$ cat config.mk
export PLATFORM = sky130hd
export DESIGN_NAME = sorted_key_table_core
export DESIGN_NICKNAME = d
export VERILOG_FILES = /design/src/hdl/skt_pkg.sv /design/src/hdl/skt_ram.sv /design/src/hdl/skt_cfg.sv /design/src/hdl/sorted_key_table_core.sv
export SDC_FILE = /design/constraint.sdc
export NUM_CORES = 2
export LEC_CHECK = 0
export ABC_AREA = 1
export BUFFER_PORTS_ARGS = -buffer_cell sky130_fd_sc_hd__buf_4
export CELL_PAD_IN_SITES_DETAIL_PLACEMENT = 0
export CELL_PAD_IN_SITES_GLOBAL_PLACEMENT = 2
export CORE_AREA = 2 2 449 451
export DETAILED_ROUTE_END_ITERATION = 10
export DIE_AREA = 0 0 451 453
export GPL_ROUTABILITY_DRIVEN = 0
export PLACE_DENSITY = 0.88
export SLEW_MARGIN = 40
export SYNTH_ARGS = -nofsm -noshare
export SYNTH_HDL_FRONTEND = slang
export SYNTH_SLANG_ARGS = --single-unit
$ cat constraint.sdc
create_clock -name clk -period 5.8 [get_ports clk]
set_input_delay 1.16 -clock clk [delete_from_list [all_inputs] [get_ports clk]]
set_output_delay 1.16 -clock clk [all_outputs]
set_load 0.02 [all_outputs]
$ cat src/hdl/skt_pkg.sv
// Shared types, constants and helpers for the sorted key table.
package skt_pkg;

	// Table geometry.
	localparam int CAPACITY = 64;
	localparam int KEY_WIDTH = 32;
	localparam int IDX_W = $clog2(CAPACITY);
	localparam int CNT_W = $clog2(CAPACITY + 1);

	// Fixed port widths.
	localparam int POS_W = 6;
	localparam int CNTO_W = 7;
	localparam int VAL_W = 32;
	localparam int ADDR_W = 3;
	localparam int DATA_W = 32;

	// Operation codes.
	localparam logic [1:0] OP_INSERT = 2'd0;
	localparam logic [1:0] OP_FIND = 2'd1;
	localparam logic [1:0] OP_GET = 2'd2;
	localparam logic [1:0] OP_DELETE = 2'd3;

	// Status codes.
	localparam logic [1:0] ST_OK = 2'd0;
	localparam logic [1:0] ST_NOT_FOUND = 2'd1;
	localparam logic [1:0] ST_FULL = 2'd2;
	localparam logic [1:0] ST_RANGE = 2'd3;

	// Order modes.
	localparam logic [1:0] ORD_APPEND = 2'd0;
	localparam logic [1:0] ORD_ASC = 2'd1;
	localparam logic [1:0] ORD_DESC = 2'd2;

	// Register indexes.
	localparam logic REG_ORDER = 1'b0;
	localparam logic REG_SIGNED = 1'b1;

	// Configuration as seen by the control logic.
	typedef struct packed {
		logic [1:0] order_mode;
		logic compare_signed;
	} skt_cfg_t;

	// Sequencer states.
	typedef enum logic [2:0] {
		S_IDLE,
		S_SCAN,
		S_SHIFT,
		S_PUT,
		S_GET
	} skt_state_t;

	// Map a key so that an unsigned compare gives the selected order.
	function automatic logic [KEY_WIDTH-1:0] rank(input logic [KEY_WIDTH-1:0] k,
			input logic sgn);
		logic [KEY_WIDTH-1:0] flip;
		flip = '0;
		flip[KEY_WIDTH-1] = sgn;
		return k ^ flip;
	endfunction

endpackage

$ cat src/hdl/skt_ram.sv
// Generic simple dual-port RAM with a registered read.
module skt_ram #(
	parameter int WIDTH = 32,
	parameter int DEPTH = 64
) (
	input  logic                     clk,
	input  logic                     we,
	input  logic [$clog2(DEPTH)-1:0] waddr,
	input  logic [WIDTH-1:0]         wdata,
	input  logic [$clog2(DEPTH)-1:0] raddr,
	output logic [WIDTH-1:0]         rdata
);

	logic [WIDTH-1:0] mem [DEPTH];

	// One write and one registered read per cycle.
	always_ff @(posedge clk) begin
		if (we) begin
			mem[waddr] <= wdata;
		end
		rdata <= mem[raddr];
	end

endmodule

$ cat src/hdl/skt_cfg.sv
// Configuration registers behind the APB-style port.
module skt_cfg import skt_pkg::*; (
	input  logic              clk,
	input  logic              arst_n,
	input  logic              psel,
	input  logic              penable,
	input  logic              pwrite,
	input  logic [ADDR_W-1:0] paddr,
	input  logic [DATA_W-1:0] pwdata,
	output logic [DATA_W-1:0] prdata,
	output skt_cfg_t          cfg
);

	logic [1:0] order_mode_q;
	logic       compare_signed_q;
	logic       wr_en;

	// A write completes in the access cycle.
	assign wr_en = psel && penable && pwrite;

	always_ff @(posedge clk or negedge arst_n) begin
		if (!arst_n) begin
			order_mode_q <= ORD_ASC;
			compare_signed_q <= 1'b0;
		end else if (wr_en) begin
			case (paddr[2])
				REG_ORDER: order_mode_q <= pwdata[1:0];
				REG_SIGNED: compare_signed_q <= pwdata[0];
				default: ;
			endcase
		end
	end

	// Read back the addressed register.
	always_comb begin
		prdata = '0;
		case (paddr[2])
			REG_ORDER: prdata[1:0] = order_mode_q;
			REG_SIGNED: prdata[0] = compare_signed_q;
			default: prdata = '0;
		endcase
	end

	assign cfg.order_mode = order_mode_q;
	assign cfg.compare_signed = compare_signed_q;

endmodule

$ cat src/hdl/sorted_key_table_core.sv
// Sorted key table: sequencer around one entry RAM, with config registers.
// Get reads the entry at the position; find scans the entries, one RAM read per entry. Ordered
// insert finds the first entry the key sorts before and moves it and later entries up a place,
// then writes the key. Append writes at the tail; delete moves later entries down. One item at
// a time: start is taken while busy is low, the result shows one cycle with done. Full, empty
// and range cases answer from idle. Reset clears the count and config; the RAM is not swept.
module sorted_key_table_core import skt_pkg::*; (
	input  logic              clk,
	input  logic              arst_n,
	input  logic              psel,
	input  logic              penable,
	input  logic              pwrite,
	input  logic [ADDR_W-1:0] paddr,
	input  logic [DATA_W-1:0] pwdata,
	output logic [DATA_W-1:0] prdata,
	output logic              pready,
	input  logic              start,
	output logic              busy,
	input  logic [1:0]        mode,
	input  logic [31:0]       key,
	input  logic [POS_W-1:0]  position,
	output logic              done,
	output logic [1:0]        status,
	output logic [POS_W-1:0]  found_index,
	output logic [VAL_W-1:0]  entry_value,
	output logic [CNTO_W-1:0] entry_count
);

	skt_cfg_t cfg;

	skt_state_t state_q, state_d;
	logic [1:0]           op_q, op_d;
	logic [KEY_WIDTH-1:0] key_q, key_d;
	logic [CNT_W-1:0]     count_q, count_d;
	logic [CNT_W-1:0]     rd_q, rd_d;
	logic [CNT_W-1:0]     left_q, left_d;
	logic [IDX_W-1:0]     at_q, at_d;
	logic                 vld_s1, vld_d;
	logic [IDX_W-1:0]     idx_s1, idx_d;
	logic                 done_q, done_d;
	logic [1:0]           status_q, status_d;
	logic [IDX_W-1:0]     fidx_q, fidx_d;
	logic [KEY_WIDTH-1:0] val_q, val_d;

	logic                 we;
	logic [IDX_W-1:0]     waddr;
	logic [KEY_WIDTH-1:0] wdata;
	logic [IDX_W-1:0]     raddr;
	logic [KEY_WIDTH-1:0] rdata;

	logic                 hit;
	logic                 pos_ok;
	logic                 ordered;
	logic [KEY_WIDTH-1:0] rk, re;

	skt_cfg u_cfg (
		.clk     (clk),
		.arst_n  (arst_n),
		.psel    (psel),
		.penable (penable),
		.pwrite  (pwrite),
		.paddr   (paddr),
		.pwdata  (pwdata),
		.prdata  (prdata),
		.cfg     (cfg)
	);

	skt_ram #(
		.WIDTH (KEY_WIDTH),
		.DEPTH (CAPACITY)
	) u_ram (
		.clk   (clk),
		.we    (we),
		.waddr (waddr),
		.wdata (wdata),
		.raddr (raddr),
		.rdata (rdata)
	);

	assign pready = 1'b1;
	assign busy = (state_q != S_IDLE);

	// Compare the entry coming out of the RAM against the held key.
	assign rk = rank(key_q, cfg.compare_signed);
	assign re = rank(rdata, cfg.compare_signed);
	always_comb begin
		if (op_q == OP_FIND) begin
			hit = (rdata == key_q);
		end else if (cfg.order_mode == ORD_ASC) begin
			hit = (rk < re);
		end else begin
			hit = (rk > re);
		end
	end

	assign ordered = (cfg.order_mode == ORD_ASC) || (cfg.order_mode == ORD_DESC);
	assign pos_ok = (32'(position) < 32'(count_q));

	// Next state, RAM access and result for each step of an operation.
	always_comb begin
		state_d = state_q;
		op_d = op_q;
		key_d = key_q;
		count_d = count_q;
		rd_d = rd_q;
		left_d = left_q;
		at_d = at_q;
		vld_d = 1'b0;
		idx_d = idx_s1;
		done_d = 1'b0;
		status_d = status_q;
		fidx_d = fidx_q;
		val_d = val_q;
		raddr = rd_q[IDX_W-1:0];
		we = 1'b0;
		waddr = at_q;
		wdata = key_q;
		case (state_q)
			S_IDLE: begin
				raddr = IDX_W'(position);
				if (start) begin
					op_d = mode;
					key_d = KEY_WIDTH'(key);
					case (mode)
						OP_INSERT: begin
							if (count_q == CNT_W'(CAPACITY)) begin
								done_d = 1'b1;
								status_d = ST_FULL;
								fidx_d = '0;
								val_d = '0;
							end else if (ordered && count_q != '0) begin
								rd_d = '0;
								state_d = S_SCAN;
							end else begin
								at_d = count_q[IDX_W-1:0];
								state_d = S_PUT;
							end
						end
						OP_FIND: begin
							if (count_q == '0) begin
								done_d = 1'b1;
								status_d = ST_NOT_FOUND;
								fidx_d = '0;
								val_d = '0;
							end else begin
								rd_d = '0;
								state_d = S_SCAN;
							end
						end
						OP_GET: begin
							if (pos_ok) begin
								state_d = S_GET;
							end else begin
								done_d = 1'b1;
								status_d = ST_RANGE;
								fidx_d = '0;
								val_d = '0;
							end
						end
						OP_DELETE: begin
							if (count_q == '0) begin
								done_d = 1'b1;
								status_d = ST_OK;
								fidx_d = '0;
								val_d = '0;
							end else if (!pos_ok) begin
								done_d = 1'b1;
								status_d = ST_RANGE;
								fidx_d = '0;
								val_d = '0;
							end else begin
								rd_d = CNT_W'(position) + CNT_W'(1);
								left_d = count_q - CNT_W'(position) - CNT_W'(1);
								state_d = S_SHIFT;
							end
						end
						default: ;
					endcase
				end
			end
			S_SCAN: begin
				// Stream reads over the held entries; data returns in the following cycle.
				if (rd_q < count_q) begin
					rd_d = rd_q + CNT_W'(1);
					vld_d = 1'b1;
					idx_d = rd_q[IDX_W-1:0];
				end
				if (vld_s1 && hit) begin
					vld_d = 1'b0;
					if (op_q == OP_FIND) begin
						done_d = 1'b1;
						status_d = ST_OK;
						fidx_d = idx_s1;
						val_d = rdata;
						state_d = S_IDLE;
					end else begin
						at_d = idx_s1;
						rd_d = count_q - CNT_W'(1);
						left_d = count_q - CNT_W'(idx_s1);
						state_d = S_SHIFT;
					end
				end else if (!vld_s1 && rd_q == count_q) begin
					if (op_q == OP_FIND) begin
						done_d = 1'b1;
						status_d = ST_NOT_FOUND;
						fidx_d = '0;
						val_d = '0;
						state_d = S_IDLE;
					end else begin
						at_d = count_q[IDX_W-1:0];
						state_d = S_PUT;
					end
				end
			end
			S_SHIFT: begin
				// Read one entry and write the previous one a place up or down.
				if (left_q != '0) begin
					vld_d = 1'b1;
					idx_d = rd_q[IDX_W-1:0];
					left_d = left_q - CNT_W'(1);
					rd_d = (op_q == OP_DELETE) ? rd_q + CNT_W'(1) : rd_q - CNT_W'(1);
				end
				if (vld_s1) begin
					we = 1'b1;
					waddr = (op_q == OP_DELETE) ? idx_s1 - IDX_W'(1) : idx_s1 + IDX_W'(1);
					wdata = rdata;
				end
				if (left_q == '0 && !vld_s1) begin
					if (op_q == OP_DELETE) begin
						count_d = count_q - CNT_W'(1);
						done_d = 1'b1;
						status_d = ST_OK;
						fidx_d = '0;
						val_d = '0;
						state_d = S_IDLE;
					end else begin
						state_d = S_PUT;
					end
				end
			end
			S_PUT: begin
				// Write the new key into the opened slot.
				we = 1'b1;
				waddr = at_q;
				wdata = key_q;
				count_d = count_q + CNT_W'(1);
				done_d = 1'b1;
				status_d = ST_OK;
				fidx_d = at_q;
				val_d = '0;
				state_d = S_IDLE;
			end
			S_GET: begin
				done_d = 1'b1;
				status_d = ST_OK;
				fidx_d = '0;
				val_d = rdata;
				state_d = S_IDLE;
			end
			default: state_d = S_IDLE;
		endcase
	end

	// Control registers.
	always_ff @(posedge clk or negedge arst_n) begin
		if (!arst_n) begin
			state_q <= S_IDLE;
			count_q <= '0;
			vld_s1 <= 1'b0;
			done_q <= 1'b0;
		end else begin
			state_q <= state_d;
			count_q <= count_d;
			vld_s1 <= vld_d;
			done_q <= done_d;
		end
	end

	// Operand, pointer and result registers.
	always_ff @(posedge clk) begin
		op_q <= op_d;
		key_q <= key_d;
		rd_q <= rd_d;
		left_q <= left_d;
		at_q <= at_d;
		idx_s1 <= idx_d;
		status_q <= status_d;
		fidx_q <= fidx_d;
		val_q <= val_d;
	end

	// Result beat.
	assign done = done_q;
	assign status = status_q;
	assign found_index = POS_W'(fidx_q);
	assign entry_value = VAL_W'(val_q);
	assign entry_count = CNTO_W'(count_q);

	// The count never passes the table size.
	a_count_max: assert property (@(posedge clk) disable iff (!arst_n)
		count_q <= CNT_W'(CAPACITY))
		else $error("entry count above capacity");

	// The RAM is written only while an operation is in progress.
	a_write_busy: assert property (@(posedge clk) disable iff (!arst_n)
		we |-> (state_q != S_IDLE))
		else $error("RAM write while idle");

	// The count changes only together with a result beat.
	a_count_done: assert property (@(posedge clk) disable iff (!arst_n)
		!$stable(count_q) |-> done_q)
		else $error("count changed without a result");

	// Read data is expected only during a scan or a shift.
	a_read_state: assert property (@(posedge clk) disable iff (!arst_n)
		vld_s1 |-> (state_q == S_SCAN || state_q == S_SHIFT))
		else $error("read data in flight outside scan or shift");

	// A key is placed only when the table has room.
	a_put_room: assert property (@(posedge clk) disable iff (!arst_n)
		(state_q == S_PUT) |-> (count_q < CNT_W'(CAPACITY)))
		else $error("insert into full table");

endmodule

== Yosys cells after proc, flatten, opt, wreduce, memory -nomap -nowiden ==
Memory sizes are Yosys's and may differ from the RTL's. A register that Yosys moved wholly into a read port is not among the register bits.
Index checks and enable logic that the tools add are counted.

* Flip-flop bits (word level): 115
* RAM bits: 2,048
* Input port bits: 81
* Logic and storage cells: 225
* Output and inout port bits: 82
* Memories kept: 1

* $lt $le $gt $ge: 4
* Add/subtract/negate cells: 11
* Multiplexer cells: 120
* Reduce and logical (&&, ||, !) cells: 33
* Eq/ne operators: 38
* Bitwise logic cells: 3

{| class="wikitable"
|+ Memories
! memory !! depth !! bits a word !! rd ports !! clocked after memory_dff !! wr ports !! line !! text
|-
| u_ram.mem || 64 || 32 || 1 || 1 || 1 || skt_ram.sv:14 || <nowiki>logic [WIDTH-1:0] mem [DEPTH];</nowiki>
|}

{| class="wikitable"
|+ Operators by type and width
! cell !! number
|-
| $mux W32 || 13
|-
| $pmux W32 S5 || 1
|-
| $mux W6 || 25
|-
| $mux W7 || 20
|-
| $pmux W32 S4 || 1
|-
| $xor A32 B32 Y32 || 2
|-
| $pmux W7 S3 || 3
|-
| $eq A32 B32 Y1 || 1
|-
| $gt A32 B32 Y1 || 1
|-
| $lt A32 B32 Y1 || 1
|-
| $reduce_and A8 Y1 || 4
|-
| $mux W2 || 15
|-
| $pmux W6 S5 || 1
|-
| $sub A7 B1 Y7 const B || 4
|-
| $mux W3 || 9
|-
| $ne A3 B3 Y1 const B || 9
|-
| $ne A2 B2 Y1 const B || 12
|-
| $pmux W6 S2 || 2
|-
| $pmux W6 S4 || 1
|-
| $mux W1 || 19
|-
| $pmux W2 S4 || 2
|-
| $add A7 B1 Y7 const B || 2
|-
| $logic_not A7 Y1 || 2
|-
| $pmux W7 S2 || 1
|-
| 35 further kinds || 58
|}

== Depth between registers and ports, before layout ==
* Word-level depth: 8
* Depth in mapped cells: 21
* Gate-level depth less buffers: 20

== By module ==
A second synthesis with hierarchy kept.

* Cell total of the unflattened synthesis: 7,794
* Area, all modules: 91,111.1 µm²

{| class="wikitable"
|+ Modules (own cells, without submodules)
! module !! area an instance (µm²) !! cells an instance !! times used !! sequential area each (µm²)
|-
| skt_ram || 82,785.6 || 6,785 || 1 || 62,139.6
|-
| sorted_key_table_core || 7,918.8 || 954 || 1 || 3,303.2
|-
| skt_cfg || 406.6 || 55 || 1 || 76.3
|}

== Worst setup path before layout ==
Ideal clock, no wire load.

* Path kind: flip-flop to flip-flop
* Start: reg state_q[2]
* End: mem u_ram.mem[0][10] (data pin)
* Path slack: 1.293 ns
* Arrival: 3.806 ns
* Data required time: 5.098 ns
* Cell stages (with the launch flop): 7
* Period minus slack after synthesis: 4.507 ns
* Cell sequence: dfrtp_1 -> nor3_2 -> inv_1 -> nor2_1 -> inv_2 -> clkbuf_1 -> o21ai_0

* Cells in the longest elaborated chain, start to end: 2

{| class="wikitable"
|+ RTL lines
! item !! line !! text
|-
| from (decl) || sorted_key_table_core.sv:31 || <nowiki>skt_state_t state_q, state_d;</nowiki>
|-
| from (signal assigned) || sorted_key_table_core.sv:272 || <nowiki>state_q <= state_d;</nowiki>
|-
| $eq A3 B2 Y1 || sorted_key_table_core.sv:118 || <nowiki>case (state_q)</nowiki>
|-
| $mux W32 || sorted_key_table_core.sv:118 ||
|-
| via u_ram.wdata[10] || skt_ram.sv:9 || <nowiki>input logic [WIDTH-1:0] wdata,</nowiki>
|-
| to (decl) || skt_ram.sv:14 ||
|}

The timed path passes the listed nets, and every way through them passes these cells.

== Final worst setup path ==
* Start: reg state_q[0]
* End: reg u_ram.rdata[3] (read register of u_ram.mem)

* Cells in the longest elaborated chain, start to end: 2

{| class="wikitable"
|+ RTL lines
! item !! line !! text
|-
| $logic_not A3 Y1 || sorted_key_table_core.sv:118 ||
|-
| $mux W6 || sorted_key_table_core.sv:118 ||
|-
| to (decl) || skt_ram.sv:11 || <nowiki>output logic [WIDTH-1:0] rdata</nowiki>
|}

Every way passes these cells.
A chain may end at the register's enable or synchronous reset.

==> out/summary.txt <==
STATUS
-------------------------------------------------------------------------------------------
Outcome                                                                        complete, no violations

GLOBAL ROUTE
-------------------------------------------------------------------------------------------
Number of global-route vias before repair                                            54,821
Overall track demand over capacity in global routing                                  25.2%
Initial antenna violation count                                                           8
Met3 routing resource usage after global routing                                      4.07%
Layer carrying the most global-route usage                                             met2
Global Route met2 Usage                                                               40.1%
Global routing met1 resource utilization                                              34.5%
First-pass GRT wire length                                                       378,000 um
Grt total ovfl                                                                            0
Largest net degree at the start of global routing                                       213

RUN
-------------------------------------------------------------------------------------------
Maximum capacitance violations                                                            0

PLACE
-------------------------------------------------------------------------------------------
Number of buffers inserted by port buffering                                             99
Post-Place Cell Area                                                             94,400 um2
HPWL reported at the end of detailed placement                                   144,000 um

LAYOUT
-------------------------------------------------------------------------------------------
Post-layout utilization of the core                                                   50.9%
Commonest non-fill, non-tap cell in the layout                                 sky130_fd_sc_hd__edfxtp_1
Post-layout instance area                                                       101,000 um2
Nets@finish                                                                           6,955
Proportion of layout cells with a drive suffix above 1                                10.6%
Syn-to-layout area delta                                                              13.6%
Number of antenna diodes                                                                  0
Top library cells by usage in the layout, fill and taps aside                  2,148 x sky130_fd_sc_hd__edfxtp_1, 1,082 x sky130_fd_sc_hd__o21ai_0, 816 x sky130_fd_sc_hd__nor2_1, 399 x sky130_fd_sc_hd__nand3_1, 358 x sky130_fd_sc_hd__o211ai_1

STA
-------------------------------------------------------------------------------------------
Relative slew slack                                                                   39.3%
Hold_ws                                                                            0.135 ns
Transition at the pin with the smallest max-transition slack                       0.910 ns
Fraction of the cycle the final worst path needs                                      77.1%
Setup repair after global routing missed its margin                                      no
Worst Clk Skew                                                                    0.0570 ns
Total setup violations reported at the end of the flow                                    0
Setup TNS Final                                                                        0 ns
Final min period                                                                    4.47 ns
Maximum operating frequency                                                       0.224 GHz
Final hold vios                                                                           0
Number of max-slew violations in the final report                                         0

CRITICAL PATH
-------------------------------------------------------------------------------------------
Startpoint of the worst register-to-register path                                state_q[0]
Required time of the critical path                                                  6.59 ns
Critical path arrival                                                               5.26 ns
Crit path max fanout                                                                    139
Capturing element type of the critical path                                            flop
Worst-case reg-to-reg path depth                                                         13
Startpoint types                                                                       flop
R2R Setup Slk                                                                       1.33 ns
R2R Path End                                                                   u_ram.rdata[3]
Type of the worst setup path                                                        reg2reg

CTS
-------------------------------------------------------------------------------------------
Level count of the clock H-tree                                                           4
Clk Tree Root Cell                                                             sky130_fd_sc_hd__clkbuf_16
TritonCTS Sinks                                                                       2,195
Postcts setup bufs                                                                        0
Worst-case clock buffer depth                                                             3
Worst-path clk slew                                                                 0.06 ns
Cts-stage hold buffer count                                                               0
TritonCTS clock tree                                                                  built
Gates resized, CTS repair                                                                 0
Clock insertion delay at the later pin of the skew report                           0.88 ns
CTS Buf Count                                                                           217

SYNTH
-------------------------------------------------------------------------------------------
Synthesized area                                                                 89,200 um2
Yosys warnings                                                                            0
Synthesized instance count                                                            6,742
Area share of the largest cell type after synthesis                                   72.3%
Most common flop cell mapped by yosys                                          sky130_fd_sc_hd__edfxtp_1
Per-instance average area after synthesis                                          13.2 um2
Largest area contributor in the netlist                                        sky130_fd_sc_hd__edfxtp_1
Cells taking the most area after synthesis                                     sky130_fd_sc_hd__edfxtp_1 72%, sky130_fd_sc_hd__o21ai_0 6.3%, sky130_fd_sc_hd__nor2_1 3.7%
Async SR Flop Fraction                                                               0.683%
Distinct cell type count of the synthesized netlist                                      47
Number of synthesized flops with an enable pin                                        2,148
Portion of the post-synthesis area used by sequential elements                        73.4%
Count of state elements after synthesis                                               2,195

DETAILED ROUTING
-------------------------------------------------------------------------------------------
Routed via count divided by cell count                                                 6.04
DR WL/cell                                                                          27.4 um
Routed vias                                                                          58,158
Number of design-rule violations left by the first detailed-router iteration          7,524
Count of antenna-violating nets left after detailed routing                               0
Post-route DRC                                                                            0
Iteration count of the initial detailed-routing pass                                      6
Post-detailed-routing wire length                                                264,000 um

FLOORPLANNING
-------------------------------------------------------------------------------------------
Initial Utilization                                                                   44.8%
Die Y                                                                                453 um
Area of the core                                                                199,000 um2
Die area                                                                        204,000 um2
Width of the die                                                                     451 um
Site Rows                                                                               164
Number of primary I/O pins                                                              163

POWER AND IR DROP
-------------------------------------------------------------------------------------------
Power Internal                                                                     0.0344 W
Power per Cell Area                                                              588 nW/um2
Sequential Power Share                                                                34.2%
Gate power share                                                                      43.0%
Net Sw Frac                                                                           42.4%
Total net switching power                                                          0.0253 W
Leakage power summed over all cells                                                 32.9 nW
Clock network fraction of total power                                                 22.7%
Worst IR drop on VDD                                                                1.02 mV

MIN PATH
-------------------------------------------------------------------------------------------
Min-Delay Path Class                                                               in2async

-- logic make-up after synthesis --
kind of cell               count (synthesis)  synth area share [%]
DFF                                     2195                  73.4
xor gates and xnor gates                  32                 0.314
buffers and inverters                    748                  3.46
AOI/OAI and AO/OA                       2140                  14.5
adders and majority gates                 70                  1.01
and+or+nand+nor                         1555                  7.23
other                                      2               0.00842
-- area by class of cell --
| class | count | area [um2] |
|---|---|---|
| Clock buffer | 286 | 5810 |
| Clock inverter | 108 | 983 |
| Fill cell | 16546 | 97900 |
| Inverter | 242 | 945 |
| Multi-Input combinational cell | 3828 | 21700 |
| Sequential cell | 2195 | 65500 |
| Tap cell | 2656 | 3320 |
| Timing Repair Buffer | 320 | 3120 |
-- power groups by stage --
stage / clock (W) / combinational [W] / sequential (W)
3_5_place_dp: 0 / 0.0252 / 0.0207
2_1_floorplan: 0 / 0.0151 / 0.0208
4_1_cts: 0.0137 / 0.0253 / 0.0204
6_report: 0.0135 / 0.0257 / 0.0204
3_3_place_gp: 0 / 0.0247 / 0.0207
5_1_grt: 0.0143 / 0.0277 / 0.0205
-- stage by stage --
stage,cells,worst slack (ns),total power [W]
3_5_place_dp,9237,1.36,0.0460
3_3_place_gp,9226,1.40,0.0455
6_report,9635,1.33,0.0596
2_1_floorplan,6771,1.29,0.0359
5_1_grt,9635,1.12,0.0624
4_1_cts,9631,1.30,0.0594
-- registers in the layout, indices dropped and copies added, names as in the netlist --
signal / count
u_cfg.order_mode_q: 2
u_ram.mem: 2048
state_q: 3
u_ram.rdata: 32
op_q: 2
u_cfg.compare_signed_q: 1
left_q: 7
idx_s1: 6
entry_value: 32
vld_s1: 1
found_index: 6
done: 1
entry_count: 7
at_q: 6
status: 2
key_q: 32
rd_q: 7
-- cell usage after synthesis (all sizes together), types with 7 or more instances --
library cell	instances
nand3	401
nor3	15
edfxtp	2148
o21ai	1175
inv	238
o211ai	358
clkbuf	354
dfxtp	32
xnor2	7
xor2	25
ha	67
dfrtp	14
nand4	19
a21oi	42
o21bai	218
buf	152
nor2	883
o22ai	196
nand2	228
o221ai	133
-- layer usage --
metal | vias up | wire [um] | share of wire, %
li1 | 25555 | - | -
met1 | 29302 | 106000 | 40
met2 | 2844 | 123000 | 47
met3 | 455 | 23700 | 9.0
met4 | 2 | 11400 | 4.3
met5 | - | 13 | 0.0049
-- critical path: stages, from the launching register on --
cell and delay, ns:
sky130_fd_sc_hd__dfrtp_1 0.41, sky130_fd_sc_hd__nor2_2 0.17, sky130_fd_sc_hd__nand2_2 0.42, sky130_fd_sc_hd__o21ai_4 0.75
sky130_fd_sc_hd__buf_4 0.45, sky130_fd_sc_hd__buf_12 0.35, sky130_fd_sc_hd__buf_16 0.43, sky130_fd_sc_hd__o21ai_0 0.14
sky130_fd_sc_hd__o21bai_1 0.19, sky130_fd_sc_hd__o211ai_1 0.10, sky130_fd_sc_hd__o211ai_1 0.17, sky130_fd_sc_hd__nand3_1 0.14
sky130_fd_sc_hd__nand3_1 0.28, sky130_fd_sc_hd__nand2_1 0.16
-- worst max-delay path by stage --
stage,endpoint,from
finish,u_ram.rdata[3],state_q[0]
detailed placement,u_ram.rdata[3],position[0]
global placement,u_ram.mem[20][11],op_q[1]
CTS,u_ram.mem[20][26],op_q[1]
global route,u_ram.rdata[9],state_q[0]
floorplan,u_ram.mem[0][10],state_q[2]
(Power assumes the default switching activity.)
